### src/hdl/slr_pkg.sv
// ----------------------------------------------------------------------------
// slr_pkg
// Shared constants, command type and ring slot helpers for the stereo
// loopback ring.
// ----------------------------------------------------------------------------
package slr_pkg;

    localparam int RING_FRAMES     = 65536;
    localparam int MAX_READ_FRAMES = 64;
    localparam int RING_AW         = $clog2(RING_FRAMES);
    localparam int SAMPLE_W        = 32;
    localparam int FRAME_W         = 2 * SAMPLE_W;
    localparam int TOTAL_W         = 64;
    localparam int CNT_W           = 7;
    localparam int FIFO_DEPTH      = 4;
    localparam int FIFO_AW         = $clog2(FIFO_DEPTH);

    typedef enum logic
    {
        CMD_WRITE = 1'b0,
        CMD_READ  = 1'b1
    } cmd_kind_t;

    typedef logic [RING_AW-1:0] slot_t;
    typedef logic [CNT_W-1:0]   cnt_t;

    typedef struct packed
    {
        cmd_kind_t            kind;
        slot_t                slot;
        logic [FRAME_W-1:0]   frame;
        cnt_t                 silence;
        cnt_t                 copy;
    } cmd_t;

    // slot + n modulo RING_FRAMES, n never above RING_FRAMES
    function automatic slot_t slot_add(input slot_t s, input cnt_t n);
        logic [RING_AW:0] sum;
        begin
            sum = {1'b0, s} + (RING_AW + 1)'(n);
            if (sum >= (RING_AW + 1)'(RING_FRAMES))
            begin
                sum = sum - (RING_AW + 1)'(RING_FRAMES);
            end
            slot_add = sum[RING_AW-1:0];
        end
    endfunction

    // slot - n modulo RING_FRAMES
    function automatic slot_t slot_sub(input slot_t s, input cnt_t n);
        logic [RING_AW:0] dif;
        begin
            if ({1'b0, s} >= (RING_AW + 1)'(n))
            begin
                dif = {1'b0, s} - (RING_AW + 1)'(n);
            end
            else
            begin
                dif = {1'b0, s} + (RING_AW + 1)'(RING_FRAMES) - (RING_AW + 1)'(n);
            end
            slot_sub = dif[RING_AW-1:0];
        end
    endfunction

endpackage

### src/hdl/slr_cmd_fifo.sv
// ----------------------------------------------------------------------------
// slr_cmd_fifo
// Short command queue between the front end and the ring engine.
// ----------------------------------------------------------------------------
module slr_cmd_fifo (
    input  logic          clk,
    input  logic          rst_n,
    input  logic          push,
    input  slr_pkg::cmd_t cmd_in,
    output logic          full,
    input  logic          pop,
    output slr_pkg::cmd_t cmd_out,
    output logic          empty
);

    import slr_pkg::*;

    cmd_t                 entry_reg [FIFO_DEPTH];
    logic [FIFO_AW-1:0]   wr_ptr_reg, wr_ptr_next;
    logic [FIFO_AW-1:0]   rd_ptr_reg, rd_ptr_next;
    logic [FIFO_AW:0]     count_reg, count_next;

    assign full    = (count_reg == (FIFO_AW + 1)'(FIFO_DEPTH));
    assign empty   = (count_reg == '0);
    assign cmd_out = entry_reg[rd_ptr_reg];

    always_comb
    begin
        wr_ptr_next = wr_ptr_reg;
        rd_ptr_next = rd_ptr_reg;
        count_next  = count_reg;
        if (push)
        begin
            wr_ptr_next = (wr_ptr_reg == FIFO_AW'(FIFO_DEPTH - 1)) ? '0 : wr_ptr_reg + 1'b1;
        end
        if (pop)
        begin
            rd_ptr_next = (rd_ptr_reg == FIFO_AW'(FIFO_DEPTH - 1)) ? '0 : rd_ptr_reg + 1'b1;
        end
        if (push && !pop)
        begin
            count_next = count_reg + 1'b1;
        end
        else if (pop && !push)
        begin
            count_next = count_reg - 1'b1;
        end
    end

    always_ff @(posedge clk)
    begin
        if (push)
        begin
            entry_reg[wr_ptr_reg] <= cmd_in;
        end
    end

    always_ff @(posedge clk or negedge rst_n)
    begin
        if (!rst_n)
        begin
            wr_ptr_reg <= '0;
            rd_ptr_reg <= '0;
            count_reg  <= '0;
        end
        else
        begin
            wr_ptr_reg <= wr_ptr_next;
            rd_ptr_reg <= rd_ptr_next;
            count_reg  <= count_next;
        end
    end

endmodule

### config.mk
export PLATFORM = sky130hd
export DESIGN_NAME = slr_cmd_fifo
export DESIGN_NICKNAME = d
export VERILOG_FILES = /design/src/hdl/slr_pkg.sv /design/src/hdl/slr_cmd_fifo.sv
export SDC_FILE = /design/constraint.sdc
export NUM_CORES = 1
export LEC_CHECK = 0
export ABC_AREA = 1
export BUFFER_PORTS_ARGS = -buffer_cell sky130_fd_sc_hd__buf_4
export CAP_MARGIN = 20
export CORE_ASPECT_RATIO = 1.4
export CORE_MARGIN = 5
export CORE_UTILIZATION = 37
export DETAILED_ROUTE_END_ITERATION = 10
export GPL_TIMING_DRIVEN = 0
export PLACE_DENSITY_LB_ADDON = 0.12
export SKIP_LAST_GASP = 1
export SLEW_MARGIN = 5
export SYNTH_ARGS = -nofsm -noshare
export SYNTH_HDL_FRONTEND = slang
export SYNTH_SLANG_ARGS = --single-unit
export TNS_END_PERCENT = 5
### constraint.sdc
create_clock -name clk -period 4 [get_ports clk]
set_clock_uncertainty 0.15 [all_clocks]
set_input_delay 0.4 -clock clk [delete_from_list [all_inputs] [get_ports clk]]
set_output_delay 0.4 -clock clk [all_outputs]
set_load 0.03 [all_outputs]
==> impl_metrics.json <==
{
  "final_cell_mix": "edfxtp_1, nand2_1, inv_1, buf_4, o211ai_1",
  "synth_area_leaders": "edfxtp_1, nand2_1, o211ai_2",
  "synth_top_family_by_area": "compound AO/OA/AOI/OAI gates",
  "clk_pin_slew_ps": 60,
  "worstMarginPinSlew_ps": 595,
  "synth_simple_gate_area_share_pct": 7.26,
  "setup_tns_ps": 0,
  "yosys.area_share.xor_xnor_pct": 0.0550,
  "path_cells": "inv_2 -> buf_2 -> buf_2 -> nand2_1 -> o211ai_1 -> nand2_1 -> buf_4",
  "cts_buffer_depth": 3,
  "dieArea_um2": 47300,
  "grt_remaining_overflow": 0,
  "syn-num-nets": 1267,
  "dr_total_vias": 9603,
  "crit_slowest_cell": "dfrtp_1",
  "muxShareOfSynthArea_pct": 0,
  "finalWirelength_um": 38300,
  "coreArea_um2": 42800,
  "p_leak_nw": 8.31,
  "clkSinkCount": 387,
  "crit_fanout": 10,
  "fmax_ghz": 0.359,
  "cp-start-kind": "register",
  "total_power_mw": 15.0,
  "place.gp.congestion": 0.719,
  "maxSlewViolCount": 0,
  "holdWs_ps": 77.7,
  "hold_class": "in -> async",
  "cts_made_buffers": 40,
  "dr.pass1.iters": 4,
  "io_pins": 196,
  "cp.arrival_ps": 2240,
  "grt.total_usage_pct": 15.9,
  "ys_seq_area_share_pct": 72.8,
  "cap_violations": 0,
  "portBuffers": 195,
  "synth_cell_types": 20,
  "final_core_util_pct": 47.5,
  "clkLatencyLatePin_ps": 520,
  "final_nets": 1606,
  "grt_pass1_wl_um": 57400,
  "diodes": 0,
  "synth_compound_area_share_pct": 11.9,
  "cts_tree": "yes",
  "irDropWorstVdd_mv": 0.454,
  "period_share_pct": 69.7,
  "status": "finished, final reports clean",
  "final_common_cell": "edfxtp_1",
  "finalCriticalPeriod_ps": 2790,
  "syn_area_um2": 15900,
  "powerDensity_nw_per_um2": 735,
  "critPathCaptureType": "primary output",
  "routedWlPerCell_um": 18.4,
  "grt_pass1_vias": 9760,
  "die_w_um": 185,
  "yosysTopAreaCellShare_pct": 71.7,
  "rsz0062_at_grt": "no",
  "htreeDepth": 2,
  "yosys_warnings": 0,
  "synth-seq-cells": 387,
  "start_util_pct": 37.2,
  "drc_errors": 0,
  "via_per_inst": 4.62,
  "critPathKind": "reg -> out",
  "crit_required_ps": 3450,
  "placementRows": 90,
  "reg2reg_from": "wr_ptr_reg[0]",
  "largest_reg_flops": 380,
  "max_stage_delay_ps": 420,
  "first_iter_violations": 407,
  "max_slew_margin_pct": 60.4,
  "dp_hpwl_um": 23300,
  "yosys.area.top_type": "edfxtp_1",
  "synthAdderAreaFrac_pct": 0.598,
  "ant_nets": 0,
  "crit_path_start": "rd_ptr_reg[0]",
  "root_buffer": "clkbuf_16",
  "finalSetupViolations": 0,
  "syn_to_final_growth_pct": 27.9,
  "grt_max_degree": 74,
  "drive_gt1_share_pct": 26.4,
  "hold_viol": 0,
  "postSynthCellCount": 1161,
  "antenna_found_initial": 1,
  "syn_area_per_cell_um2": 13.7,
  "die_h_um": 255
}
-- where the power goes --
group          switching [mW]  leakage [nW]  internal, mW
Sequential              0.168          3.57          5.19
Combinational            4.18          4.16          2.04
Clock                    1.46         0.574          1.92
-- stage by stage --
stage	std cells	worst slack [ps]	area, um2
2_1_floorplan	1161	906	15900
3_3_place_gp	1908	-959	18100
3_5_place_dp	1912	1680	18200
4_1_cts	2078	1100	20300
5_1_grt	2078	1040	20300
6_report	2078	1210	20300
-- logic make-up (layout without fill, tap and decap cells) --
family / count (synthesis) / after routing
AOI/OAI and AO/OA: 194 / 194
xor gates and xnor gates: 1 / 1
adders and majority gates: 7 / 7
buffers and inverters: 266 / 631
DFF: 387 / 387
and+or+nand+nor: 306 / 306
-- per-layer routing --
layer	GRT usage [%]	vias to the layer above	share of wire, %
met4	4.86	2	2.7
li1	-	4732	-
met3	3.29	64	5.1
met5	0	-	0.034
met2	28.2	192	51
met1	19.2	4613	41
-- final cells by class --
| type | instances | area [um2] |
|---|---|---|
| Multi-Input combinational cell | 508 | 3160 |
| Tap cell | 552 | 691 |
| Buffer | 63 | 409 |
| Sequential cell | 387 | 11600 |
| Inverter | 203 | 782 |
| Timing Repair Buffer | 297 | 2550 |
| Clock buffer | 48 | 1050 |
| Fill cell | 3817 | 22400 |
| Clock inverter | 20 | 114 |
-- worst paths after layout --
check	slack, ps	to	cells after the start
worst max-delay path	1210	cmd_out[71]	7
worst min-delay path	80	count_reg[2]	2
worst max register to register	1890	entry_reg[0][34]	5
worst min register to register	350	count_reg[2]	2
max in group asynchronous	3500	count_reg[1]	2
min in group clk	350	count_reg[2]	2
-- synthesized netlist by cell type --
master and instances:
nor2_1 1, dfrtp_1 7, inv_2 2, nand4_1 1
fa_1 1, o21ai_0 2, nand2_1 301, nand3_1 1
o211ai_1 100, o21ai_1 2, buf_4 2, xnor2_1 1
buf_2 42, inv_1 201, nor3_1 2, edfxtp_1 380
ha_1 6, clkbuf_1 4, buf_6 15, o211ai_2 90
-- what timing repair did --
item / 4_1_cts / 5_1_grt
setup buffers: 0 / 0
hold endpoints to repair: 391 / 0
resized for setup: 0 / 0
hold buffers: 98 / 0
-- worst max-delay path, delay by kind of cell (launching register included) --
kind            cells  cell delay (ps)
compound gates      1               90
buf+inv             4              970
flops               1              420
simple gates        2              220
Note: power is estimated with default switching activity, not from simulation.
