**src/hdl/slr_pkg.sv**
```systemverilog
// ----------------------------------------------------------------------------
// slr_pkg
// Shared constants, command type and ring slot helpers for the stereo
// loopback ring.
// ----------------------------------------------------------------------------
package slr_pkg;

    localparam int RING_FRAMES     = 65536;
    localparam int MAX_READ_FRAMES = 64;
    localparam int RING_AW         = $clog2(RING_FRAMES);
    localparam int SAMPLE_W        = 32;
    localparam int FRAME_W         = 2 * SAMPLE_W;
    localparam int TOTAL_W         = 64;
    localparam int CNT_W           = 7;
    localparam int FIFO_DEPTH      = 4;
    localparam int FIFO_AW         = $clog2(FIFO_DEPTH);

    typedef enum logic
    {
        CMD_WRITE = 1'b0,
        CMD_READ  = 1'b1
    } cmd_kind_t;

    typedef logic [RING_AW-1:0] slot_t;
    typedef logic [CNT_W-1:0]   cnt_t;

    typedef struct packed
    {
        cmd_kind_t            kind;
        slot_t                slot;
        logic [FRAME_W-1:0]   frame;
        cnt_t                 silence;
        cnt_t                 copy;
    } cmd_t;

    // slot + n modulo RING_FRAMES, n never above RING_FRAMES
    function automatic slot_t slot_add(input slot_t s, input cnt_t n);
        logic [RING_AW:0] sum;
        begin
            sum = {1'b0, s} + (RING_AW + 1)'(n);
            if (sum >= (RING_AW + 1)'(RING_FRAMES))
            begin
                sum = sum - (RING_AW + 1)'(RING_FRAMES);
            end
            slot_add = sum[RING_AW-1:0];
        end
    endfunction

    // slot - n modulo RING_FRAMES
    function automatic slot_t slot_sub(input slot_t s, input cnt_t n);
        logic [RING_AW:0] dif;
        begin
            if ({1'b0, s} >= (RING_AW + 1)'(n))
            begin
                dif = {1'b0, s} - (RING_AW + 1)'(n);
            end
            else
            begin
                dif = {1'b0, s} + (RING_AW + 1)'(RING_FRAMES) - (RING_AW + 1)'(n);
            end
            slot_sub = dif[RING_AW-1:0];
        end
    endfunction

endpackage

```
**src/hdl/slr_back.sv**
```systemverilog
// ----------------------------------------------------------------------------
// slr_back
// Ring engine: writes frames into the ring memory and plays read blocks
// out as silence beats followed by frames fetched from the ring.
// ----------------------------------------------------------------------------
module slr_back (
    input  logic                          clk,
    input  logic                          rst_n,
    input  logic                          fifo_empty,
    input  slr_pkg::cmd_t                 cmd,
    output logic                          pop,
    output logic                          ram_en,
    output logic                          ram_we,
    output slr_pkg::slot_t                ram_addr,
    output logic [slr_pkg::FRAME_W-1:0]   ram_wdata,
    input  logic [slr_pkg::FRAME_W-1:0]   ram_rdata,
    output logic                          rsp_valid,
    input  logic                          rsp_ready,
    output logic [slr_pkg::SAMPLE_W-1:0]  left_out,
    output logic [slr_pkg::SAMPLE_W-1:0]  right_out,
    output logic                          is_silence,
    output logic                          last
);

    import slr_pkg::*;

    logic               cur_valid_reg, cur_valid_next;
    cmd_kind_t          cur_kind_reg, cur_kind_next;
    slot_t              cur_slot_reg, cur_slot_next;
    logic [FRAME_W-1:0] cur_frame_reg, cur_frame_next;
    cnt_t               sil_left_reg, sil_left_next;
    cnt_t               copy_left_reg, copy_left_next;

    logic               pend_reg, pend_next;
    logic               pend_last_reg, pend_last_next;

    logic                out_valid_reg, out_valid_next;
    logic [SAMPLE_W-1:0] left_reg, left_next;
    logic [SAMPLE_W-1:0] right_reg, right_next;
    logic                sil_reg, sil_next;
    logic                last_reg, last_next;

    logic out_free;
    logic load_data;
    logic do_write;
    logic do_sil;
    logic do_issue;
    logic cur_done;
    logic is_rd;

    always_comb
    begin
        out_free  = !out_valid_reg || rsp_ready;
        load_data = pend_reg && out_free;
        is_rd     = cur_valid_reg && (cur_kind_reg == CMD_READ);
        do_write  = cur_valid_reg && (cur_kind_reg == CMD_WRITE);
        do_sil    = is_rd && (sil_left_reg != '0) && !pend_reg && out_free;
        do_issue  = is_rd && (sil_left_reg == '0) && (copy_left_reg != '0)
                    && (!pend_reg || out_free);
        cur_done  = do_write
                    || (do_sil && (sil_left_reg == CNT_W'(1)) && (copy_left_reg == '0))
                    || (do_issue && (copy_left_reg == CNT_W'(1)));
        pop       = !fifo_empty && (!cur_valid_reg || cur_done);

        ram_en    = do_write || do_issue;
        ram_we    = do_write;
        ram_addr  = cur_slot_reg;
        ram_wdata = cur_frame_reg;

        // advance the current command
        cur_valid_next = cur_valid_reg && !cur_done;
        cur_kind_next  = cur_kind_reg;
        cur_slot_next  = cur_slot_reg;
        cur_frame_next = cur_frame_reg;
        sil_left_next  = sil_left_reg;
        copy_left_next = copy_left_reg;
        if (do_sil)
        begin
            sil_left_next = sil_left_reg - 1'b1;
        end
        if (do_issue)
        begin
            copy_left_next = copy_left_reg - 1'b1;
            cur_slot_next  = slot_add(cur_slot_reg, CNT_W'(1));
        end
        if (pop)
        begin
            cur_valid_next = 1'b1;
            cur_kind_next  = cmd.kind;
            cur_slot_next  = cmd.slot;
            cur_frame_next = cmd.frame;
            sil_left_next  = cmd.silence;
            copy_left_next = cmd.copy;
        end

        // ring read in flight; ram data holds until it is taken
        pend_next      = do_issue ? 1'b1 : (load_data ? 1'b0 : pend_reg);
        pend_last_next = do_issue ? (copy_left_reg == CNT_W'(1)) : pend_last_reg;

        out_valid_next = (load_data || do_sil) ? 1'b1 : (rsp_ready ? 1'b0 : out_valid_reg);
        left_next      = left_reg;
        right_next     = right_reg;
        sil_next       = sil_reg;
        last_next      = last_reg;
        if (load_data)
        begin
            left_next  = ram_rdata[SAMPLE_W-1:0];
            right_next = ram_rdata[FRAME_W-1:SAMPLE_W];
            sil_next   = 1'b0;
            last_next  = pend_last_reg;
        end
        else if (do_sil)
        begin
            left_next  = '0;
            right_next = '0;
            sil_next   = 1'b1;
            last_next  = (sil_left_reg == CNT_W'(1)) && (copy_left_reg == '0);
        end
    end

    always_ff @(posedge clk or negedge rst_n)
    begin
        if (!rst_n)
        begin
            cur_valid_reg <= 1'b0;
            pend_reg      <= 1'b0;
            out_valid_reg <= 1'b0;
        end
        else
        begin
            cur_valid_reg <= cur_valid_next;
            pend_reg      <= pend_next;
            out_valid_reg <= out_valid_next;
        end
    end

    always_ff @(posedge clk)
    begin
        cur_kind_reg  <= cur_kind_next;
        cur_slot_reg  <= cur_slot_next;
        cur_frame_reg <= cur_frame_next;
        sil_left_reg  <= sil_left_next;
        copy_left_reg <= copy_left_next;
        pend_last_reg <= pend_last_next;
        left_reg      <= left_next;
        right_reg     <= right_next;
        sil_reg       <= sil_next;
        last_reg      <= last_next;
    end

    assign rsp_valid  = out_valid_reg;
    assign left_out   = left_reg;
    assign right_out  = right_reg;
    assign is_silence = sil_reg;
    assign last       = last_reg;

endmodule

```
**config.mk**
```make
export PLATFORM = sky130hd
export DESIGN_NAME = slr_back
export DESIGN_NICKNAME = d
export VERILOG_FILES = /design/src/hdl/slr_pkg.sv /design/src/hdl/slr_back.sv
export SDC_FILE = /design/constraint.sdc
export NUM_CORES = 1
export LEC_CHECK = 0
export BUFFER_PORTS_ARGS = -buffer_cell sky130_fd_sc_hd__buf_4
export CORE_UTILIZATION = 30
export DETAILED_ROUTE_END_ITERATION = 10
export SYNTH_ARGS = -nofsm -noshare
export SYNTH_HDL_FRONTEND = slang
export SYNTH_SLANG_ARGS = --single-unit
```
**constraint.sdc**
```tcl
create_clock -name clk -period 3.25 [get_ports clk]
set_clock_uncertainty 0.05 [all_clocks]
set_input_delay 0 -clock clk [delete_from_list [all_inputs] [get_ports clk]]
set_output_delay 0 -clock clk [all_outputs]
set_load 0.005 [all_outputs]
```
==> impl_metrics.tcl, run 1 <==
set metrics [dict create \
    status "finished, final reports clean" \
    initial_core_util 0.309 \
    fin_tns_setup_ps 0 \
    hold_end "ram_wdata[46]$_DFFE_PP_" \
    p_switching_mw 1.22 \
    overflow 0 \
    largest_reg_flops 64 \
    cts.path.max_buffers 2 \
    grt_max_degree 67 \
    drt_iter0_drc 224 \
    drv_cap 0 \
    drc_errors 0 \
    syn_avg_cell_area_um2 17.2 \
    seqPwrFrac 0.487 \
    switching_share 0.231 \
    clkTransAtPathRegs_ps 70 \
    ff2ff_path_depth 8 \
    cts_htree_levels 4 \
    wirelength_mm 18.7 \
    yosys_warnings 0 \
    gp_congestion 0.760 \
    wl_per_cell_um 16.2 \
    die_h_um 150 \
    power_frac_comb 0.145 \
    num_antenna_cells 0 \
    dp.final_hpwl_mm 12.9 \
    stdcell_area_mm2 0.0114 \
    die-area_mm2 0.0226 \
    p_leak_nw 5.03 \
    period_share 0.896 \
    synth_cell_types 35 \
    ys_seq_area_frac 0.748 \
    ys.flop_type "edfxtp_1" \
    grt_usage 0.159 \
    viasPerCell 4.34 \
    final_common_cell "buf_4" \
    fin_crit_ps 2910 \
    drive_gt1_frac 0.436 \
    synth_seq_cells 165 \
    cp_max_fo 49 \
    crit_chain "inv_1 -> ha_1 -> nor3b_1 -> nand4_1 -> nor3_1 -> o31a_2 -> buf_12 -> nand2b_1" \
    cts_num_sinks 165 \
    ios 313 \
    numCtsBuffers 17 \
    min_delay_path_depth 2 \
    syn_to_final_growth_pct 73.6 \
    r2r-start "copy_left_reg[0]$_DFFE_PP_" \
    worstSetupPathType "register to register" \
    vias 5012 \
    slew_headroom 0.578 \
    end_kind "register" \
    finalSetupViolCount 0 \
    place_area_mm2 0.00923 \
    clock_latency_ps 410 \
    hold_violations 0 \
    holdCritPathClass "input pin to register" \
    cts_tree "built" \
    portBuffers 312 \
    antenna_found_initial 0 \
    fp-row-count 53 \
    core_area_mm2 0.0213 \
    drtPass1Iterations 4 \
    synth_cells 384 \
    rsz0062_at_grt "false" \
    start_kind "register" \
    min_from "cmd[60]" \
    fmaxAchievable_ghz 0.343 \
    grt_pass1_vias 5115 \
    slowest_delay_ps 420 \
    cts_root_buf "clkbuf_16" \
    worst_pin_slew_ps 631 \
    cp_slowest_cell "edfxtp_1" \
    dp_slack_ps 352 \
    cp_data_required_time_ps 3270 \
    power.share.clock 0.368 \
    grt_pass1_wl_mm 27.1 \
    intPower_mw 4.07 \
    maxSlewViolCount 0 \
    final_nets 1035 \
    reg2reg_slack_ps 340 \
    synth_edf_count 161 \
    rr_endpoint "sil_left_reg[2]$_DFFE_PP_" \
    layout_common_cells "buf_4, dlygate4sd3_1, edfxtp_1, and3_1, mux2_4" \
    die_width_um 150 \
    synthArstFlopShare 0.0182 \
    crit_arrival_ps 2930 \
    vdd_drop_max_uv 325 \
    setup_slack_ps 337 \
    cts_resized 0 \
    power.density_mw_per_mm2 463 \
    syn_nets 553 \
    syn_area_mm2 0.00659 \
    detail-route-antenna-nets 0 \
]
-- cells by family (layout without fill, tap and decap cells) --
group,after synthesis,in the layout,share of synthesized area
AO/OA/AOI/OAI,6,6,0.00608
XOR/XNOR,23,23,0.0306
adder cells (fa/ha/maj),6,6,0.0114
buffers and inverters,31,526,0.0262
flip-flops,165,165,0.748
multiplexers,30,30,0.0644
AND/OR/NAND/NOR,123,123,0.113
-- area by class of cell --
class	instances	area (µm²)
fill	1719	9850
multi-input combinational	188	1490
tap	275	344
timing repair buffer	481	4040
sequential	165	4930
inverter	13	48.8
clock buffer	19	433
clock inverter	13	144
-- power by group through the flow --
stage | Clock [mW] | Sequential [mW] | Combinational [mW]
3_3_place_gp | 0 | 2.62 | 0.598
3_5_place_dp | 0 | 2.62 | 0.609
5_1_grt | 2.09 | 2.59 | 0.824
2_1_floorplan | 0 | 2.62 | 0.226
6_report | 1.94 | 2.58 | 0.768
4_1_cts | 2.00 | 2.58 | 0.774
-- metal layers --
layer	vias up	global-route usage	wire (µm)
met5	-	0	0
met2	178	0.289	9930
met1	2402	0.185	7530
met3	23	0.0297	931
met4	0	0.0621	348
li1	2409	-	-
-- worst max-delay path by stage --
stage,from,to,slack (ps),cells past startpoint
3_5_place_dp,copy_left_reg[0]$_DFFE_PP_,sil_left_reg[3]$_DFFE_PP_,350,8
5_1_grt,copy_left_reg[0]$_DFFE_PP_,sil_left_reg[2]$_DFFE_PP_,120,8
2_1_floorplan,copy_left_reg[0]$_DFFE_PP_,copy_left_reg[0]$_DFFE_PP_,270,9
4_1_cts,copy_left_reg[0]$_DFFE_PP_,sil_left_reg[2]$_DFFE_PP_,320,8
6_report,copy_left_reg[0]$_DFFE_PP_,sil_left_reg[2]$_DFFE_PP_,340,8
3_3_place_gp,copy_left_reg[0]$_DFFE_PP_,sil_left_reg[3]$_DFFE_PP_,560,8
-- metrics by stage --
| stage | util | total power [mW] | hold slack, ps | cells |
|---|---|---|---|---|
| floorplan | - | 2.85 | -346 | 384 |
| global placement | 0.433 | 3.21 | -257 | 959 |
| detailed placement | 0.433 | 3.23 | -254 | 959 |
| CTS | 0.537 | 5.35 | 232 | 1154 |
| global route | 0.537 | 5.50 | 236 | 1154 |
| finish | 0.537 | 5.29 | 259 | 1154 |
-- critical path, delay by kind of cell (launching register included) --
kind	cells	cell delay (ps)
DFF	1	420
and+or+nand+nor	4	1220
AOI/OAI and AO/OA	1	260
adders and majority gates	1	220
buffers and inverters	2	390
-- timing repair --
action,CTS,global route
hold endpoints to repair,165,0
buffers inserted,0,0
hold buffers,163,0
-- synthesized netlist by cell type, drive strengths merged, types with 2 or more instances --
master / instances / area [µm²]
edfxtp: 161 / 4830
and3: 66 / 413
mux2: 27 / 394
clkbuf: 14 / 52.6
nand2: 14 / 52.6
inv: 13 / 48.8
xor2: 12 / 105
xnor2: 11 / 96.3
nor2: 9 / 33.8
nand3: 7 / 35.0
nor3: 7 / 40.0
ha: 6 / 75.1
buf: 4 / 71.3
nand2b: 4 / 25.0
nand4: 4 / 25.0
dfrtp: 3 / 75.1
mux2i: 3 / 30.0
and4: 2 / 17.5
nor2b: 2 / 12.5
nor3b: 2 / 15.0
o21ai: 2 / 10.0
(Power assumes the default switching activity.)
==> run 2: changes to the inputs <==
--- a/config.mk
+++ b/config.mk
@@ -6,8 +6,9 @@
 export NUM_CORES = 1
 export LEC_CHECK = 0
 export BUFFER_PORTS_ARGS = -buffer_cell sky130_fd_sc_hd__buf_4
-export CORE_UTILIZATION = 30
+export CORE_UTILIZATION = 46
 export DETAILED_ROUTE_END_ITERATION = 10
+export PLACE_DENSITY = 0.79
 export SYNTH_ARGS = -nofsm -noshare
 export SYNTH_HDL_FRONTEND = slang
 export SYNTH_SLANG_ARGS = --single-unit
==> run 2 against run 1 <==
Effect of this change:
- combinational power increased by 3.6%
- fmax grew 1.2%
- total power increased by 0.34%
- flip-flop and latch count stayed put
- final cell count fell by 8.1%
- critical path depth unchanged
==> impl_metrics.tcl, run 2 (synthesis gave the netlist of run 1 again) <==
set metrics [dict create \
    antenna_found_initial 1 \
    finalSetupViolCount 0 \
    fin_crit_ps 2880 \
    overflow 0 \
    period_share 0.886 \
    wirelength_mm 21.9 \
    power_frac_comb 0.150 \
    crit_arrival_ps 2930 \
    postCtsSetupBuffers 0 \
    ios 313 \
    end_kind "register" \
    reg2reg_slack_ps 370 \
    cts_htree_levels 4 \
    ff2ff_path_depth 8 \
    grt_pass1_wl_mm 31.6 \
    portBuffers 312 \
    cp_data_required_time_ps 3300 \
    gp_congestion 0.824 \
    wl_per_cell_um 20.7 \
    drtPass1Iterations 5 \
    p_leak_nw 5.03 \
    viasPerCell 5.10 \
    core_area_mm2 0.0139 \
    hold_violations 0 \
    initial_core_util 0.473 \
    seqCellArea_mm2 0.00493 \
    nFillCells 680 \
    final_nets 1036 \
    dp.final_hpwl_mm 12.6 \
    holdCritPathClass "input pin to register" \
    numCtsBuffers 17 \
    intPower_mw 4.11 \
    rsz0062_at_grt "false" \
    slew_headroom 0.523 \
    min_delay_path_depth 2 \
    fin_tns_setup_ps 0 \
    die-area_mm2 0.0148 \
    vias 5406 \
    final_common_cell "buf_4" \
    status "finished, final reports clean" \
    clock_latency_ps 420 \
    p_switching_mw 1.20 \
    drive_gt1_frac 0.431 \
    grt_max_degree 71 \
    clkTransAtPathRegs_ps 70 \
    detail-route-antenna-nets 0 \
    seqPwrFrac 0.487 \
    power.density_mw_per_mm2 470 \
    crit_chain "inv_1 -> ha_1 -> nor3b_1 -> nand4_1 -> nor3_1 -> o31a_2 -> buf_12 -> buf_4" \
    fmaxAchievable_ghz 0.347 \
    cts.path.max_buffers 2 \
    switching_share 0.226 \
    drv_cap 0 \
    cp_slowest_cell "edfxtp_1" \
    die_h_um 122 \
    largest_reg_flops 64 \
    syn_to_final_growth_pct 71.5 \
    worstSetupPathType "register to register" \
    power.share.clock 0.363 \
    slowest_delay_ps 420 \
    hold_slack_ps 238 \
    cp_max_fo 70 \
    drt_iter0_drc 395 \
    maxSlewViolCount 0 \
    grt_usage 0.297 \
    cts_root_buf "clkbuf_16" \
    drc_errors 0 \
    cts_num_sinks 165 \
    grt_pass1_vias 5581 \
    vdd_drop_max_uv 328 \
    worst_pin_slew_ps 713 \
    cts_tree "built" \
    multi_input_area_mm2 0.00149 \
    layout_common_cells "buf_4, dlygate4sd3_1, edfxtp_1, and3_1, mux2_4" \
    start_kind "register" \
    die_width_um 122 \
    fp-row-count 43 \
]
==> run 2: cell types whose count changed in the layout (fill, tap and decap cells not counted) <==
cell        delta
clkinv_8       -1
clkinv_2       +4
inv_8          -1
bufinv_16      +1
clkinv_4       -5
diode_2        +1
inv_6          -2
clkinv_1       +3
buf_4          +1
clkbuf_1       +1
clkinvlp_4     -1
==> run 2: path summary, 6_finish.rpt <==
check | end | startpoint
setup / recovery | ram_wdata[53]$_DFFE_PP_ | copy_left_reg[0]$_DFFE_PP_
hold / removal | ram_wdata[56]$_DFFE_PP_ | cmd[70]
setup reg to reg | ram_wdata[53]$_DFFE_PP_ | copy_left_reg[0]$_DFFE_PP_
hold reg to reg | is_silence$_SDFFE_PP0P_ | is_silence$_SDFFE_PP0P_
max in group asynchronous | cur_valid_reg$_DFF_PN0_ | rst_n
min in group asynchronous | rsp_valid$_DFFE_PN0P_ | rst_n
==> run 2: worst max-delay path: cells and delay by family, from the launching register on <==
kind / cells / cell delay, ps
AOI/OAI and AO/OA: 1 / 230
buffers and inverters: 3 / 850
adders and majority gates: 1 / 220
and+or+nand+nor: 3 / 750
DFF: 1 / 420
==> run 2: area by class of cell <==
cell class | instances | share of cell area
timing repair buffer | 482 | 0.359
antenna | 1 | 0.000222
sequential | 165 | 0.436
clock inverter | 11 | 0.00964
clock buffer | 20 | 0.0387
multi-input combinational | 188 | 0.132
tap | 180 | 0.0199
inverter | 13 | 0.00432
==> run 2: through the flow <==
step / power (mW) / area (µm²) / cells / utilization / setup WS, ps
5_1_grt: 5.46 / 11300 / 1060 / 0.811 / 159
3_3_place_gp: 3.20 / 9110 / 865 / 0.654 / 567
2_1_floorplan: 2.85 / 6590 / 384 / - / 270
4_1_cts: 5.27 / 11300 / 1059 / 0.810 / 455
3_5_place_dp: 3.23 / 9110 / 865 / 0.654 / 474
6_report: 5.31 / 11300 / 1060 / 0.811 / 371
==> run 2: metal layers <==
layer,GRT usage,vias to the layer above,wire length (µm)
met5,0,-,0
met4,0.157,0,934
met3,0.0693,74,1350
met2,0.542,291,12000
met1,0.319,2629,7660
li1,-,2412,-
==> run 2: power by group through the flow <==
stage          Sequential, mW  Combinational (mW)  Clock (mW)
2_1_floorplan            2.62               0.226           0
3_3_place_gp             2.61               0.593           0
3_5_place_dp             2.62               0.608           0
4_1_cts                  2.58               0.776        1.92
5_1_grt                  2.60               0.844        2.02
6_report                 2.59               0.796        1.92
==> run 2: repair_timing <==
action | in CTS | in global routing
hold buffers | 163 | 0
gates resized for setup | 0 | 0
hold endpoints to repair | 164 | 0
