`src/hdl/slr_pkg.sv`:
```
// ----------------------------------------------------------------------------
// slr_pkg
// Shared constants, command type and ring slot helpers for the stereo
// loopback ring.
// ----------------------------------------------------------------------------
package slr_pkg;

    localparam int RING_FRAMES     = 65536;
    localparam int MAX_READ_FRAMES = 64;
    localparam int RING_AW         = $clog2(RING_FRAMES);
    localparam int SAMPLE_W        = 32;
    localparam int FRAME_W         = 2 * SAMPLE_W;
    localparam int TOTAL_W         = 64;
    localparam int CNT_W           = 7;
    localparam int FIFO_DEPTH      = 4;
    localparam int FIFO_AW         = $clog2(FIFO_DEPTH);

    typedef enum logic
    {
        CMD_WRITE = 1'b0,
        CMD_READ  = 1'b1
    } cmd_kind_t;

    typedef logic [RING_AW-1:0] slot_t;
    typedef logic [CNT_W-1:0]   cnt_t;

    typedef struct packed
    {
        cmd_kind_t            kind;
        slot_t                slot;
        logic [FRAME_W-1:0]   frame;
        cnt_t                 silence;
        cnt_t                 copy;
    } cmd_t;

    // slot + n modulo RING_FRAMES, n never above RING_FRAMES
    function automatic slot_t slot_add(input slot_t s, input cnt_t n);
        logic [RING_AW:0] sum;
        begin
            sum = {1'b0, s} + (RING_AW + 1)'(n);
            if (sum >= (RING_AW + 1)'(RING_FRAMES))
            begin
                sum = sum - (RING_AW + 1)'(RING_FRAMES);
            end
            slot_add = sum[RING_AW-1:0];
        end
    endfunction

    // slot - n modulo RING_FRAMES
    function automatic slot_t slot_sub(input slot_t s, input cnt_t n);
        logic [RING_AW:0] dif;
        begin
            if ({1'b0, s} >= (RING_AW + 1)'(n))
            begin
                dif = {1'b0, s} - (RING_AW + 1)'(n);
            end
            else
            begin
                dif = {1'b0, s} + (RING_AW + 1)'(RING_FRAMES) - (RING_AW + 1)'(n);
            end
            slot_sub = dif[RING_AW-1:0];
        end
    endfunction

endpackage

```
`src/hdl/slr_front.sv`:
```
// ----------------------------------------------------------------------------
// slr_front
// Request front end: keeps the write and read totals, resolves the reader
// jump and splits each read block into silence and copy counts.
// ----------------------------------------------------------------------------
module slr_front (
    input  logic                           clk,
    input  logic                           rst_n,
    input  logic                           req_valid,
    output logic                           req_ready,
    input  logic                           kind,
    input  logic [slr_pkg::SAMPLE_W-1:0]   left_in,
    input  logic [slr_pkg::SAMPLE_W-1:0]   right_in,
    input  logic [slr_pkg::CNT_W-1:0]      frame_count,
    input  logic                           fifo_full,
    output logic                           push,
    output slr_pkg::cmd_t                  cmd
);

    import slr_pkg::*;

    logic [TOTAL_W-1:0] wr_total_reg, wr_total_next;
    logic [TOTAL_W-1:0] rd_total_reg, rd_total_next;
    slot_t              wr_slot_reg, wr_slot_next;
    slot_t              rd_slot_reg, rd_slot_next;

    logic               accept;
    logic               is_read;
    cnt_t               want;
    logic               ahead;
    logic [TOTAL_W-1:0] diff;
    logic               jump;
    cnt_t               copy;

    assign req_ready = !fifo_full;
    assign accept    = req_valid && !fifo_full;
    assign is_read   = (cmd_kind_t'(kind) == CMD_READ);

    always_comb
    begin
        want = (frame_count > CNT_W'(MAX_READ_FRAMES)) ? CNT_W'(MAX_READ_FRAMES) : frame_count;
        ahead = (wr_total_reg > rd_total_reg);
        diff  = wr_total_reg - rd_total_reg;
        jump  = ahead && (diff > TOTAL_W'(RING_FRAMES));

        // after a jump exactly want frames sit between reader and writer
        if (jump || (ahead && (diff >= TOTAL_W'(want))))
        begin
            copy = want;
        end
        else if (ahead)
        begin
            copy = diff[CNT_W-1:0];
        end
        else
        begin
            copy = '0;
        end

        cmd.kind    = is_read ? CMD_READ : CMD_WRITE;
        cmd.frame   = {right_in, left_in};
        cmd.silence = want - copy;
        cmd.copy    = copy;
        if (is_read)
        begin
            cmd.slot = jump ? slot_sub(wr_slot_reg, want) : rd_slot_reg;
        end
        else
        begin
            cmd.slot = wr_slot_reg;
        end

        // an empty read block only moves the reader
        push = accept && (!is_read || (want != '0));

        wr_total_next = wr_total_reg;
        wr_slot_next  = wr_slot_reg;
        rd_total_next = rd_total_reg;
        rd_slot_next  = rd_slot_reg;
        if (accept)
        begin
            if (!is_read)
            begin
                wr_total_next = wr_total_reg + TOTAL_W'(1);
                wr_slot_next  = slot_add(wr_slot_reg, CNT_W'(1));
            end
            else if (jump)
            begin
                rd_total_next = wr_total_reg;
                rd_slot_next  = wr_slot_reg;
            end
            else
            begin
                rd_total_next = rd_total_reg + TOTAL_W'(copy);
                rd_slot_next  = slot_add(rd_slot_reg, copy);
            end
        end
    end

    always_ff @(posedge clk or negedge rst_n)
    begin
        if (!rst_n)
        begin
            wr_total_reg <= '0;
            rd_total_reg <= '0;
            wr_slot_reg  <= '0;
            rd_slot_reg  <= '0;
        end
        else
        begin
            wr_total_reg <= wr_total_next;
            rd_total_reg <= rd_total_next;
            wr_slot_reg  <= wr_slot_next;
            rd_slot_reg  <= rd_slot_next;
        end
    end

endmodule

```
`config.mk`:
```
export PLATFORM = sky130hd
export DESIGN_NAME = slr_front
export DESIGN_NICKNAME = d
export VERILOG_FILES = /design/src/hdl/slr_pkg.sv /design/src/hdl/slr_front.sv
export SDC_FILE = /design/constraint.sdc
export NUM_CORES = 1
export LEC_CHECK = 0
export BUFFER_PORTS_ARGS = -buffer_cell sky130_fd_sc_hd__buf_2
export CORE_MARGIN = 3
export CORE_UTILIZATION = 30
export DETAILED_ROUTE_END_ITERATION = 6
export GPL_ROUTABILITY_DRIVEN = 0
export GPL_TIMING_DRIVEN = 0
export HOLD_SLACK_MARGIN = 0.1
export PLACE_DENSITY_LB_ADDON = 0.05
export SLEW_MARGIN = 40
export SYNTH_ARGS = -nofsm -noshare
export SYNTH_HDL_FRONTEND = slang
export SYNTH_SLANG_ARGS = --single-unit
```
`constraint.sdc`:
```
create_clock -name clk -period 8.5 [get_ports clk]
set_input_delay 2.125 -clock clk [delete_from_list [all_inputs] [get_ports clk]]
set_output_delay 2.125 -clock clk [all_outputs]
set_load 0.05 [all_outputs]
```
==> results.rst, run 1 <==
.. list-table::
   :header-rows: 1

   * - Metric
     - Value
   * - Run status
     - finished with violations
   * - Violated checks
     - negative setup slack
   * - Width of the die
     - 234 µm
   * - EDFF count, synth
     - 0
   * - Worst-path maximum fanout
     - 4
   * - Multi-input gate area
     - 10,800 µm²
   * - Startpoint-to-endpoint class of the critical path
     - reg -> out
   * - Final core utilization
     - 0.363
   * - Async set-reset flop share out of synthesis
     - 1.00
   * - Smallest setup slack after layout
     - -345 ps
   * - Number of rows in the core area
     - 82
   * - Vias in the first global route
     - 15.0k
   * - Number of cells after detailed placement
     - 2,807
   * - Post-Synthesis Cell Area
     - 15,600 µm²
   * - Total routing resource utilization after global routing
     - 0.226
   * - DRC violation count after routing
     - 0
   * - Final design area excluding fillers
     - 18,400 µm²
   * - Detailed Route Iter0 Violations
     - 1,115
   * - Final Hold Violating Endpoints
     - 0
   * - Startpoint class of the critical path
     - flip-flop
   * - Post-synthesis cell type with the largest combined area
     - sky130_fd_sc_hd__dfrtp_1
   * - Mapped Nets
     - 2,206
   * - Arrival time at the worst endpoint
     - 6720 ps
   * - Via count
     - 15.8k
   * - Nets
     - 2,354
   * - Hold bufs inserted after CTS
     - 0
   * - Top area cells in the synthesized netlist
     - sky130_fd_sc_hd__dfrtp_1 (26%), sky130_fd_sc_hd__ha_1 (8.0%), sky130_fd_sc_hd__nand2_1 (5.4%)
   * - Routed wire length per instance
     - 21.9 µm
   * - Slew at the pin with the worst max-slew slack
     - 858 ps
   * - Data required time at the worst endpoint
     - 6380 ps
   * - Post-layout total power
     - 2.46 mW
   * - Number of max-cap violations
     - 0
   * - Post-route fraction of the period consumed by the critical path
     - 1.04
   * - Type of the tightest min-delay check
     - reg -> reg
   * - Total area of sequential cells
     - 4000 µm²
   * - CTS tree
     - done
   * - Number of nets still failing antenna checks after routing
     - 0
   * - # IOs
     - 173
   * - Fill cell count
     - 5,435
   * - Post-synth top cells
     - sky130_fd_sc_hd__nand2_1 (225), sky130_fd_sc_hd__dfrtp_1 (160), sky130_fd_sc_hd__nor2_1 (158)
   * - Slew margin rel.
     - 0.428
   * - Reg clk slew, reported paths
     - 80 ps
   * - Inserted Diodes
     - 0
   * - HPWL Detailed
     - 49,700 µm
   * - Maximum clock insertion buffer count
     - 2
   * - Share of Yosys cell area claimed by the top area cell type
     - 0.257
   * - Setup repair after global routing missed its margin
     - yes
   * - Post-Syn Instances
     - 2,025
   * - Number of synthesized register bits
     - 160
   * - Top achievable clock speed
     - 0.113 GHz
   * - Initial standard-cell utilization of the core
     - 0.307
   * - Overflow after GRT
     - 0
   * - Port Buf Inserts
     - 108
   * - Largest net degree at the start of global routing
     - 66
   * - Post-DP Area
     - 17,100 µm²
   * - Area of the placeable core
     - 50,800 µm²
   * - Number of distinct library cells after synthesis
     - 79
   * - Synthesis Warnings
     - 0
   * - IR drop worst, VDD
     - 0.132 mV
   * - Share of final-layout standard cells stronger than drive strength 1
     - 0.172
   * - DRT Wirelength
     - 62,600 µm
   * - Standard cell with the maximum stage delay on the critical path
     - sky130_fd_sc_hd__or4_4
   * - Num CTS Buffers
     - 17
   * - Mapped Avg Cell Area
     - 7.70 µm²
   * - Clock tree root driver cell
     - sky130_fd_sc_hd__clkbuf_16
   * - First-pass GRT wire length
     - 94,500 µm
   * - Main synth FF type
     - sky130_fd_sc_hd__dfrtp_1
   * - Pins Over Slew Limit
     - 0
   * - Latest clock arrival within the worst-skew pair
     - 450 ps
   * - Sink count of the clock tree
     - 160
   * - Shortest clock period the worst path allows after layout
     - 8840 ps
   * - Average vias per placed instance
     - 5.53
   * - Final Skew
     - 15.1 ps
   * - Most frequently used cell type in the post-synthesis netlist
     - sky130_fd_sc_hd__nand2_1
   * - H-tree depth
     - 4
   * - Die boundary height
     - 234 µm
   * - Worst setup slack before clock tree synthesis
     - -1370 ps
   * - Leakage power
     - 7.96 nW
   * - Final Instance Count excl. Fillers
     - 2,858
   * - Die Footprint
     - 54,800 µm²
   * - Fraction of the yosys area taken by sequential cells
     - 0.257
   * - Ratio of total power to cell area
     - 133 nW/µm²
   * - Signed area change from the synthesized netlist to the final layout
     - 18.3%
   * - Setup violators final
     - 1
   * - Critical Path Max Stage Delay
     - 520 ps
   * - Drt pass-1 iters
     - 6
   * - Kind of capture point of the worst setup path
     - primary output
   * - Number of antenna violations at the first check in global routing
     - 0
report_power, final:
group / internal [mW] / switching, mW / leakage (nW)
Combinational: 0.285 / 0.512 / 5.69
Clock: 0.455 / 0.368 / 0.285
Sequential: 0.788 / 0.0469 / 1.98
Total: 1.53 / 0.927 / 7.96
per-stage QoR:
| step | TNS (ps) | hold WS (ps) |
|---|---|---|
| 4_1_cts | -349 | 530 |
| 2_1_floorplan | 0 | 472 |
| 5_1_grt | -1110 | 560 |
| 3_3_place_gp | -18900 | 501 |
| 6_report | -345 | 527 |
| 3_5_place_dp | -19040 | 514 |
metal layers:
layer,track usage,wire [µm],vias to the layer above
li1,-,-,7608
met1,0.329,29900,7583
met2,0.353,27800,539
met3,0.0232,3260,67
met4,0.0666,1570,0
met5,0,0,-
worst paths after layout:
check	from	endpoint	slack, ps	cells after the start
max	wr_total_reg[0]	cmd[13]	-340	28
min	rd_slot_reg[5]	rd_slot_reg[5]	530	2
max reg2reg	wr_total_reg[0]	rd_total_reg[62]	430	35
min reg2reg	rd_slot_reg[5]	rd_slot_reg[5]	530	2
max in group asynchronous	rst_n	wr_total_reg[55]	5930	3
min in group asynchronous	rst_n	wr_total_reg[2]	1540	1
cell type report:
class	count	share of cell area
flip-flops and latches	160	0.217
inverters	117	0.0245
repair buffers	148	0.0503
plain buffers	153	0.0456
clock inverters	13	0.00834
clock buffers	19	0.0246
multi-input cells	1576	0.584
well taps	672	0.0456
cell families after synthesis:
kind of cell | after synthesis | share of synthesized area
buffers and inverters | 289 | 0.0863
AOI/OAI and AO/OA | 544 | 0.231
muxes | 59 | 0.0380
and+or+nand+nor | 743 | 0.231
adders and majority gates | 105 | 0.0867
xor gates and xnor gates | 125 | 0.0702
DFF | 160 | 0.257
repair_timing:
action                     CTS  global route
gates resized for setup    105            33
setup endpoints to repair   43            26
buffers inserted            28            10
pin swaps                   39            21
cells in the final DEF (no fill, tap or decap), types with 8 or more instances in the layout:
master	instances
sky130_fd_sc_hd__xor2_1	36
sky130_fd_sc_hd__o21a_1	15
sky130_fd_sc_hd__nor3_1	46
sky130_fd_sc_hd__or2_2	8
sky130_fd_sc_hd__ha_1	94
sky130_fd_sc_hd__a22oi_1	21
sky130_fd_sc_hd__nand4_1	74
sky130_fd_sc_hd__a211o_1	20
sky130_fd_sc_hd__buf_4	104
sky130_fd_sc_hd__nand2b_1	13
sky130_fd_sc_hd__and4_1	9
sky130_fd_sc_hd__mux2i_1	57
sky130_fd_sc_hd__a21boi_0	12
sky130_fd_sc_hd__clkbuf_16	17
sky130_fd_sc_hd__inv_1	114
sky130_fd_sc_hd__nor2b_1	13
sky130_fd_sc_hd__or3_1	13
sky130_fd_sc_hd__a211oi_1	15
sky130_fd_sc_hd__a21o_1	28
sky130_fd_sc_hd__clkbuf_1	63
sky130_fd_sc_hd__nand3_1	78
sky130_fd_sc_hd__o211ai_1	17
sky130_fd_sc_hd__o21ai_1	18
sky130_fd_sc_hd__xnor2_1	88
sky130_fd_sc_hd__dfrtp_1	160
sky130_fd_sc_hd__or4_1	9
sky130_fd_sc_hd__o21ai_0	109
sky130_fd_sc_hd__and2_1	14
sky130_fd_sc_hd__a21oi_2	21
sky130_fd_sc_hd__buf_2	117
sky130_fd_sc_hd__a21oi_1	131
sky130_fd_sc_hd__a311o_1	17
sky130_fd_sc_hd__and3_1	24
sky130_fd_sc_hd__a221oi_1	10
sky130_fd_sc_hd__o21bai_1	13
sky130_fd_sc_hd__nand2_1	221
sky130_fd_sc_hd__o31ai_1	10
sky130_fd_sc_hd__nor4_1	25
sky130_fd_sc_hd__nor2_1	152
critical path, delay by kind of cell, from the launching register on:
family / cells / cell delay [ps]
compound gates: 10 / 2150
mux: 2 / 560
buf+inv: 5 / 550
flops: 1 / 380
fa+ha+maj: 4 / 980
simple gates: 7 / 1650
(Power assumes the default switching activity.)
==> run 2, diff against run 1 <==
- CTS_BUF_LIST: not set -> sky130_fd_sc_hd__clkbuf_4 sky130_fd_sc_hd__clkbuf_8
- PLACE_DENSITY: not set -> 0.49
- PLACE_DENSITY_LB_ADDON: 0.05 -> not set
- RECOVER_POWER: not set -> 100
==> run 2 against run 1 <==
- the flow finishes with violations (max-capacitance violations, max-slew violations, negative setup slack)
- highest routed layer unchanged
- critical path depth unchanged
- sequential share of layout area up 0.43 points
- routed wire length down 7.3%
- worst setup slack worse by 20 ps
==> results.rst, run 2 (same netlist as run 1, synthesis figures left out) <==
.. list-table::
   :header-rows: 1

   * - Metric
     - Value
   * - Run status
     - finished with violations
   * - Violated checks
     - max-capacitance violations, max-slew violations, negative setup slack
   * - Post-layout total power
     - 2.21 mW
   * - Latest clock arrival within the worst-skew pair
     - 510 ps
   * - Multi-input gate area
     - 10,700 µm²
   * - Initial standard-cell utilization of the core
     - 0.307
   * - Reg clk slew, reported paths
     - 90 ps
   * - Number of nets still failing antenna checks after routing
     - 0
   * - DRT Wirelength
     - 58,000 µm
   * - Critical Path Max Stage Delay
     - 490 ps
   * - Fill cell count
     - 5,426
   * - Detailed Route Iter0 Violations
     - 1,374
   * - Number of rows in the core area
     - 82
   * - Commonest non-fill, non-tap cells in the layout
     - sky130_fd_sc_hd__nand2_1 (222), sky130_fd_sc_hd__dfrtp_1 (159), sky130_fd_sc_hd__nor2_1 (153)
   * - Setup violators final
     - 1
   * - Ratio of total power to cell area
     - 122 nW/µm²
   * - First-pass GRT wire length
     - 89,700 µm
   * - Arrival time at the worst endpoint
     - 6740 ps
   * - H-tree depth
     - 4
   * - Die Footprint
     - 54,800 µm²
   * - Final Hold Violating Endpoints
     - 0
   * - Kind of capture point of the worst setup path
     - primary output
   * - Number of max-cap violations
     - 3
   * - Final Skew
     - 22.2 ps
   * - Average vias per placed instance
     - 5.57
   * - Maximum clock insertion buffer count
     - 2
   * - CTS tree
     - done
   * - Width of the die
     - 234 µm
   * - Data required time at the worst endpoint
     - 6380 ps
   * - Share of final-layout standard cells stronger than drive strength 1
     - 0.136
   * - Startpoint-to-endpoint class of the critical path
     - reg -> out
   * - Die boundary height
     - 234 µm
   * - Slew margin rel.
     - -1.50
   * - Port Buf Inserts
     - 108
   * - # IOs
     - 173
   * - Vias in the first global route
     - 15.2k
   * - Overflow after GRT
     - 0
   * - Standard cell with the maximum stage delay on the critical path
     - sky130_fd_sc_hd__a2111oi_4
   * - Signed area change from the synthesized netlist to the final layout
     - 16.0%
   * - Startpoint class of the critical path
     - flip-flop
   * - Num CTS Buffers
     - 17
   * - Setup repair after global routing missed its margin
     - yes
   * - HPWL Detailed
     - 46,200 µm
   * - Most common cell after layout, fill and taps aside
     - sky130_fd_sc_hd__nand2_1
   * - Sink count of the clock tree
     - 160
   * - Smallest setup slack after layout
     - -365 ps
   * - Post-route fraction of the period consumed by the critical path
     - 1.04
   * - Via count
     - 15.9k
   * - Clock tree root driver cell
     - sky130_fd_sc_hd__clkbuf_8
   * - Drt pass-1 iters
     - 6
   * - Nets
     - 2,358
   * - Total routing resource utilization after global routing
     - 0.211
   * - Slew at the pin with the worst max-slew slack
     - 3750 ps
   * - Type of the tightest min-delay check
     - reg -> reg
   * - Leakage power
     - 7.65 nW
   * - Area of the placeable core
     - 50,800 µm²
   * - Worst-path maximum fanout
     - 4
   * - Number of antenna violations at the first check in global routing
     - 0
   * - Largest net degree at the start of global routing
     - 69
   * - Shortest clock period the worst path allows after layout
     - 8860 ps
   * - Routed wire length per instance
     - 20.3 µm
   * - Total area of sequential cells
     - 4010 µm²
   * - Hold bufs inserted after CTS
     - 0
   * - Inserted Diodes
     - 0
   * - DRC violation count after routing
     - 0
   * - Pins Over Slew Limit
     - 165
   * - Top achievable clock speed
     - 0.113 GHz
   * - Final core utilization
     - 0.356
   * - IR drop worst, VDD
     - 0.0935 mV
==> run 2: routing by layer <==
| metal | vias up | GRT usage | share of wire |
|---|---|---|---|
| met5 | - | 0 | 0 |
| met4 | 0 | 0.100 | 0.046 |
| met3 | 121 | 0.0210 | 0.050 |
| met2 | 594 | 0.318 | 0.43 |
| met1 | 7629 | 0.301 | 0.47 |
| li1 | 7601 | - | - |
==> run 2: final cells by class <==
| type | count | share of cell area |
|---|---|---|
| sequential | 160 | 0.221 |
| tap | 672 | 0.0465 |
| multi-input combinational | 1576 | 0.594 |
| clock buffer | 18 | 0.0137 |
| inverter | 117 | 0.0250 |
| timing repair buffer | 151 | 0.0449 |
| clock inverter | 14 | 0.00858 |
| buffer | 154 | 0.0464 |
==> run 2: worst paths after layout <==
kind | start | end | slack [ps] | depth (start not counted)
min reg2reg | rd_total_reg[2] | rd_total_reg[2] | 540 | 2
min in group asynchronous | rst_n | rd_total_reg[4] | 2080 | 1
max reg2reg | wr_total_reg[0] | rd_total_reg[56] | 430 | 32
min | rd_total_reg[2] | rd_total_reg[2] | 540 | 2
max | wr_total_reg[0] | cmd[13] | -360 | 28
max in group asynchronous | rst_n | wr_total_reg[61] | 1000 | 3
==> run 2: metrics by stage <==
stage,cells,setup WS (ps),TNS [ps],area [µm²],hold WS (ps)
final,2862,-365,-365,18100,542
after global routing,2862,-629,-13110,18100,566
after CTS,2855,-364,-364,18000,542
after detailed placement,2808,-1290,-16810,17100,511
after global placement,2805,-1280,-18280,17000,502
after floorplan,2025,14.3,0,15600,472
==> run 2: worst max-delay path, delay by kind of cell (launching register included) <==
kind	cells	cell delay, ps
AND/OR/NAND/NOR	7	1670
AO/OA/AOI/OAI	11	2380
buffers and inverters	5	450
flip-flops	1	380
adder cells (fa/ha/maj)	4	970
multiplexers	1	360
==> run 2: timing repair <==
action,in CTS,in global routing
endpoints found under the hold margin,0,0
endpoints found under the setup margin,36,20
gates resized for setup,85,40
setup buffers,23,17
pin swaps,32,27
==> run 2: report_power, final <==
part           switching [mW]  internal, mW
clock network           0.336         0.272
registers              0.0510         0.788
logic                   0.491         0.269
